==> src/rtl/idl_token_scanner_assert.svh <==
// Assertion macros for the token scanner.
`ifndef IDL_TOKEN_SCANNER_ASSERT_SVH
`define IDL_TOKEN_SCANNER_ASSERT_SVH
// Implication checked on every clock edge outside reset.
`define ITS_ASSERT_IMP(lbl, ante, cons) \
  lbl: assert property (@(posedge clk_i) disable iff (!rst_ni) (ante) |-> (cons)) \
    else $error("assertion failed");
// Implication whose consequent is checked in the cycle after the antecedent.
`define ITS_ASSERT_NEXT(lbl, ante, cons) \
  lbl: assert property (@(posedge clk_i) disable iff (!rst_ni) (ante) |=> (cons)) \
    else $error("assertion failed");
`endif

==> src/rtl/its_pkg.sv <==
package its_pkg;

  localparam int unsigned LenBits  = 8;
  localparam int unsigned PosBits  = 32;
  localparam int unsigned LineBits = 16;
  localparam int unsigned NKeys    = 21;
  localparam int unsigned KeyChars = 8;
  localparam int unsigned QDepth   = 4;
  localparam int unsigned QPtrBits = 2;

  localparam logic [5:0] KindEof   = 6'd0;
  localparam logic [5:0] KindConst = 6'd12;
  localparam logic [5:0] KindIdent = 6'd13;
  localparam logic [5:0] KindKey0  = 6'd14;

  localparam logic [1:0] ErrNone    = 2'd0;
  localparam logic [1:0] ErrIllegal = 2'd1;
  localparam logic [1:0] ErrUnterm  = 2'd2;

  typedef enum logic [7:0] {
    ModeIdle = 8'b0000_0001,
    ModeIdent = 8'b0000_0010,
    ModeConst = 8'b0000_0100,
    ModeSlash = 8'b0000_1000,
    ModeComment = 8'b0001_0000,
    ModeDirective = 8'b0010_0000,
    ModeDone = 8'b0100_0000,
    ModeHalt = 8'b1000_0000
  } mode_e;

  typedef struct packed {
    logic                func;
    logic [7:0]          ch;
  } in_word_t;

  typedef struct packed {
    logic [5:0]          token_kind;
    logic [1:0]          error_code;
    logic [PosBits-1:0]  token_start;
    logic [LenBits-1:0]  token_length;
    logic [LineBits-1:0] line_number;
    logic [7:0]          bad_char;
    logic                last;
  } out_word_t;

  // one classified step: up to two results
  typedef struct packed {
    logic      has0;
    out_word_t res0;
    logic      has1;
    out_word_t res1;
  } step_t;

  function automatic logic [7:0] key_char(input int unsigned k, input int unsigned p);
    string s;
    begin
      case (k)
        0: s = "union";     1: s = "switch";  2: s = "case";    3: s = "default";
        4: s = "struct";    5: s = "typedef"; 6: s = "enum";    7: s = "array";
        8: s = "opaque";    9: s = "bool";    10: s = "void";   11: s = "char";
        12: s = "int";      13: s = "unsigned"; 14: s = "short"; 15: s = "long";
        16: s = "float";    17: s = "double"; 18: s = "string"; 19: s = "program";
        default: s = "version";
      endcase
      key_char = (p < s.len()) ? s[p] : 8'd0;
    end
  endfunction

  function automatic logic [3:0] key_len(input int unsigned k);
    logic [3:0] t;
    begin
      t = 4'd0;
      for (int unsigned p = 0; p < KeyChars; p++) begin
        if (key_char(k, p) != 8'd0) t = 4'(p + 1);
      end
      key_len = t;
    end
  endfunction

  function automatic logic [3:0] punct_kind(input logic [7:0] c);
    case (c)
      8'h3A: punct_kind = 4'd1;  8'h3B: punct_kind = 4'd2;  8'h2C: punct_kind = 4'd3;
      8'h3D: punct_kind = 4'd4;  8'h2A: punct_kind = 4'd5;  8'h5B: punct_kind = 4'd6;
      8'h5D: punct_kind = 4'd7;  8'h7B: punct_kind = 4'd8;  8'h7D: punct_kind = 4'd9;
      8'h28: punct_kind = 4'd10; 8'h29: punct_kind = 4'd11;
      default: punct_kind = 4'd0;
    endcase
  endfunction

endpackage

==> src/rtl/its_stream_if.sv <==


interface its_out_if;
  logic               valid;
  logic               ready;
  its_pkg::out_word_t data;
  modport source (output valid, output data, input ready);
  modport sink (input valid, input data, output ready);
endinterface

==> src/rtl/its_back.sv <==
`include "idl_token_scanner_assert.svh"
module its_back (
  input  logic           clk_i,
  input  logic           rst_ni,
  input  logic           push_i,
  input  its_pkg::step_t step_i,
  output logic           full_o,
  its_out_if.source      out
);
  logic [its_pkg::QPtrBits-1:0] wr_q, rd_q;
  logic [its_pkg::QPtrBits:0]   cnt_q;
  its_pkg::out_word_t           mem_q [its_pkg::QDepth];
  logic                         pop;

  assign full_o = cnt_q > (its_pkg::QPtrBits + 1)'(its_pkg::QDepth - 2);
  assign out.valid = cnt_q != '0;
  assign out.data = mem_q[rd_q];
  assign pop = out.valid && out.ready;

  always_ff @(posedge clk_i) begin
    if (push_i) begin
      mem_q[wr_q] <= step_i.res0;
      if (step_i.has1) mem_q[wr_q + 1'b1] <= step_i.res1;
    end
  end

  always_ff @(posedge clk_i or negedge rst_ni) begin
    if (!rst_ni) begin
      wr_q <= '0; rd_q <= '0; cnt_q <= '0;
    end else begin
      if (push_i) wr_q <= wr_q + (step_i.has1 ? 2'd2 : 2'd1);
      if (pop) rd_q <= rd_q + 1'b1;
      cnt_q <= cnt_q + (push_i ? (step_i.has1 ? 3'd2 : 3'd1) : 3'd0) - (pop ? 3'd1 : 3'd0);
    end
  end

  `ITS_ASSERT_IMP(a_no_overflow, push_i, cnt_q <= 3'(its_pkg::QDepth - 2))
  `ITS_ASSERT_IMP(a_cnt_bound, 1'b1, cnt_q <= 3'(its_pkg::QDepth))
  `ITS_ASSERT_NEXT(a_push_shows, push_i, out.valid)
endmodule

==> src/flat_wrapper.sv <==
// flat-port wrapper written by rule: the top's interface ports become plain ports
module its_back_flat 
  (clk_i, rst_ni, push_i, step_i, full_o, out_valid, out_data, out_ready);
  its_out_if out_i ();
  input  logic clk_i;
  input  logic rst_ni;
  input  logic push_i;
  input  its_pkg::step_t step_i;
  output logic full_o;
  output wire logic [$bits(out_i.valid)-1:0] out_valid;
  output wire logic [$bits(out_i.data)-1:0] out_data;
  input wire logic [$bits(out_i.ready)-1:0] out_ready;
  assign out_valid = out_i.valid;
  assign out_data = out_i.data;
  assign out_i.ready = out_ready;
  its_back u_core (.clk_i(clk_i), .rst_ni(rst_ni), .push_i(push_i), .step_i(step_i), .full_o(full_o), .out(out_i));
endmodule
==> config.mk <==
export PLATFORM = sky130hd
export DESIGN_NAME = its_back_flat
export DESIGN_NICKNAME = d
export VERILOG_FILES = /design/src/rtl/its_pkg.sv /design/src/rtl/its_stream_if.sv /design/src/rtl/its_back.sv /design/src/flat_wrapper.sv
export VERILOG_INCLUDE_DIRS = /design/src /design/src/rtl
export SDC_FILE = /design/constraint.sdc
export NUM_CORES = 1
export LEC_CHECK = 0
export BUFFER_PORTS_ARGS = -buffer_cell sky130_fd_sc_hd__buf_4
export CAP_MARGIN = 5
export CORE_MARGIN = 4
export CORE_UTILIZATION = 35
export CTS_BUF_LIST = sky130_fd_sc_hd__clkbuf_8
export DETAILED_ROUTE_END_ITERATION = 6
export SYNTH_ARGS = -nofsm -noshare
export SYNTH_HDL_FRONTEND = slang
export SYNTH_SLANG_ARGS = --single-unit
==> constraint.sdc <==
create_clock -name clk_i -period 5.51 [get_ports clk_i]
set_input_delay 1.102 -clock clk_i [delete_from_list [all_inputs] [get_ports clk_i]]
set_output_delay 1.102 -clock clk_i [all_outputs]
set_load 0.02 [all_outputs]
==> summary.md <==
| Metric | Value |
|---|---|
| Hold buffers post-CTS | `0` |
| Maxcap violations | `0` |
| CORE AREA | `41,950 um^2` |
| Ratio of cells with drive above 1 in the final layout | `65.23%` |
| Final WL | `35,630 um` |
| Synth unique cells | `31` |
| Post-Route Setup TNS | `0 ns` |
| Clk_skew | `0.02412 ns` |
| TritonCTS Sinks | `299` |
| Post-Syn Area | `14,820 um^2` |
| Crit-path most repeated cell | `buf_4` |
| Synthesized area per cell | `19.70 um^2` |
| Leading area contributor after synthesis | `edfxtp_1` |
| Top cell type's share of synthesized area | `59.17%` |
| Crit share post-route | `67.43%` |
| Total iterations of the first detailed-routing run | `4` |
| Element type at the critical path start | `flip-flop` |
| Vias in the first global route | `8,533` |
| VDD IR max | `257.4 uV` |
| H-tree depth | `2` |
| Port buffer count | `225` |
| Die area | `45,690 um^2` |
| Layout Nets | `1,158` |
| Post-route DRC | `0` |
| Dominant cells by area after synthesis | `edfxtp_1, mux2_2, mux4_2` |
| Synth Net Count | `909` |
| Chip Width | `213.8 um` |
| Critical Path RT | `4.41 ns` |
| Gpl congestion | `0.7040` |
| Synth Instances | `752` |
| Util after Layout | `42.88%` |
| Row cnt | `75` |
| Max Fclk | `0.2692 GHz` |
| Worst-path clk slew | `0.06 ns` |
| Seq/Total Area, Yosys | `60.36%` |
| Max Transition Viols Final | `0` |
| Hold Vio Cnt, Final | `0` |
| Power per cell area | `477.9 nW/um^2` |
| Setup crit end kind | `output port` |
| GRT Overall Usage | `15.34%` |
| Critical Path AT | `2.61 ns` |
| TritonCTS clock tree | `yes` |
| Initial core utilization | `35.33%` |
| RSZ-0062 raised after global routing | `false` |
| Total congestion overflow | `0` |
| Warnings, synthesis | `0` |
| Global-route wire length before repair | `52,640 um` |
| Max stage delay on crit path | `0.65 ns` |
| Lkg Pwr | `6.703 nW` |
| 1st-iter DRT viols | `317` |
| Via Count | `7,863` |
| Cts repair resizes | `0` |
| Final setup fails | `0` |
| Asr flop ratio synth | `2.341%` |
| P&R area growth vs syn | `21.37%` |
| Die H | `213.8 um` |
| Crit Path Max Fanout | `25` |
| Ys flop type | `edfxtp_1` |
| Worst path cell trace | `buf_4 -> mux4_2 -> buf_4` |
| Io pins | `227` |
| Slowest-stage cell, CP | `mux4_2` |
| Worst slew pin tran | `1.011 ns` |
| Post-CTS Setup Repair Bufs | `0` |
| Top post-synthesis cells by count | `edfxtp_1, mux2_2, mux4_2` |
| Count leader, synth | `edfxtp_1` |
| Status | `finished clean` |
| Fill count | `3,771` |
| Clock latency on the worst-skew pair | `0.62 ns` |
| Final min period | `3.715 ns` |
| Root buf cell | `clkbuf_8` |
| EDFF count, synth | `292` |
| ANT nets after route | `0` |
| Flops & latches, synth | `299` |
| ANT cells | `0` |
| Worst min path class | `input pin to asynchronous set/reset pin` |
| Antenna violations before repair | `0` |
| Maximum clock path buffer count | `3` |
| Hpwl dp | `20,980 um` |
| Routed vias/inst | `4.977` |
| Crit Path Category | `flip-flop to output port` |
| Largest net degree at the start of global routing | `55` |
| Avg WL per Cell | `22.55 um` |
| Clock buffers created by TritonCTS | `53` |
| Slew HR | `32.58%` |
path summary, 6_finish.rpt:
check                                           start                            end  slack (ns)  depth (start not counted)
max in group asynchronous                      rst_ni     u_core.rd_q[0]$_DFFE_PN0P_        5.06                          1
min reg2reg                 u_core.cnt_q[2]$_DFF_PN0_      u_core.cnt_q[2]$_DFF_PN0_        0.51                          1
min                                            rst_ni      u_core.cnt_q[0]$_DFF_PN0_        0.30                          1
max                        u_core.rd_q[0]$_DFFE_PN0P_                   out_data[69]        1.79                          3
max reg2reg                u_core.wr_q[1]$_DFFE_PN0P_  u_core.mem_q[2][55]$_DFFE_PP_        2.87                          4
min in group clk_i          u_core.cnt_q[2]$_DFF_PN0_      u_core.cnt_q[2]$_DFF_PN0_        0.51                          1
area by class of cell:
type	instances	area (um^2)	area share (%)
well taps	539	674.4	3.750
clock buffers	56	770.7	4.286
multi-input cells	397	5513	30.65
flip-flops and latches	299	8951	49.77
clock inverters	39	210.2	1.169
repair buffers	243	1837	10.21
inverters	7	28.78	0.1600
cell families after synthesis:
kind of cell	synth area share, %
compound gates	0.1520
buf+inv	2.694
flops	60.36
xor+xnor	0.3547
fa+ha+maj	0.4729
simple gates	0.8360
mux	35.13
routing by layer:
layer | share of wire (%) | track usage [%] | wire length [um]
met1 | 43 | 20.35 | 15380
met4 | 2.2 | 4.546 | 772
met5 | 0 | 0 | 0
met3 | 6.2 | 4.272 | 2200
met2 | 48 | 24.81 | 17280
state kept, by name (all words and copies together) (netlist names):
| register | flops |
|---|---|
| u_core.mem_q | 292 |
| u_core.cnt_q | 3 |
| u_core.rd_q | 2 |
| u_core.wr_q | 2 |
layout by cell type (no fill, tap or decap), types with 2 or more instances in the layout:
cell,synthesis,routed
buf_4,1,242
nor2_4,0,2
xor2_1,3,3
clkbuf_8,0,56
dfrtp_4,0,2
and2_4,0,2
clkinv_1,0,15
xnor2_1,3,3
nand4_4,0,2
o21ai_0,3,3
mux2_4,70,70
ha_1,4,4
mux4_2,73,73
mux2_2,217,217
edfxtp_1,292,292
nand3_1,2,2
bufinv_16,0,2
clkinv_2,0,5
dfrtp_1,7,5
inv_1,6,22
mux2_1,6,6
metrics by stage:
stage / hold slack [ns] / cell area (um^2) / total power, mW / setup WS (ns) / std cells
3_3_place_gp: 0.4943 / 17000 / 6.779 / 2.220 / 1485
2_1_floorplan: 0.4630 / 14820 / 5.524 / 0.5884 / 752
3_5_place_dp: 0.4965 / 17000 / 6.805 / 2.237 / 1485
5_1_grt: 0.2536 / 17980 / 9.055 / 1.557 / 1580
6_report: 0.3020 / 17980 / 8.595 / 1.795 / 1580
4_1_cts: 0.2470 / 17980 / 8.779 / 1.640 / 1580
report_power, final:
part           internal (mW)  switching, mW  total (mW)
logic                   1.54           1.72        3.26
clock network           1.03          0.907        1.93
registers               3.15          0.249        3.40
total                   5.72           2.88        8.59
worst max-delay path: cells and delay by family, from the launching register on:
family	cells	cell delay, ns
buffers and inverters	2	0.75
multiplexers	1	0.65
flip-flops	1	0.60
No activity file was read; power rests on OpenSTA's default activity.
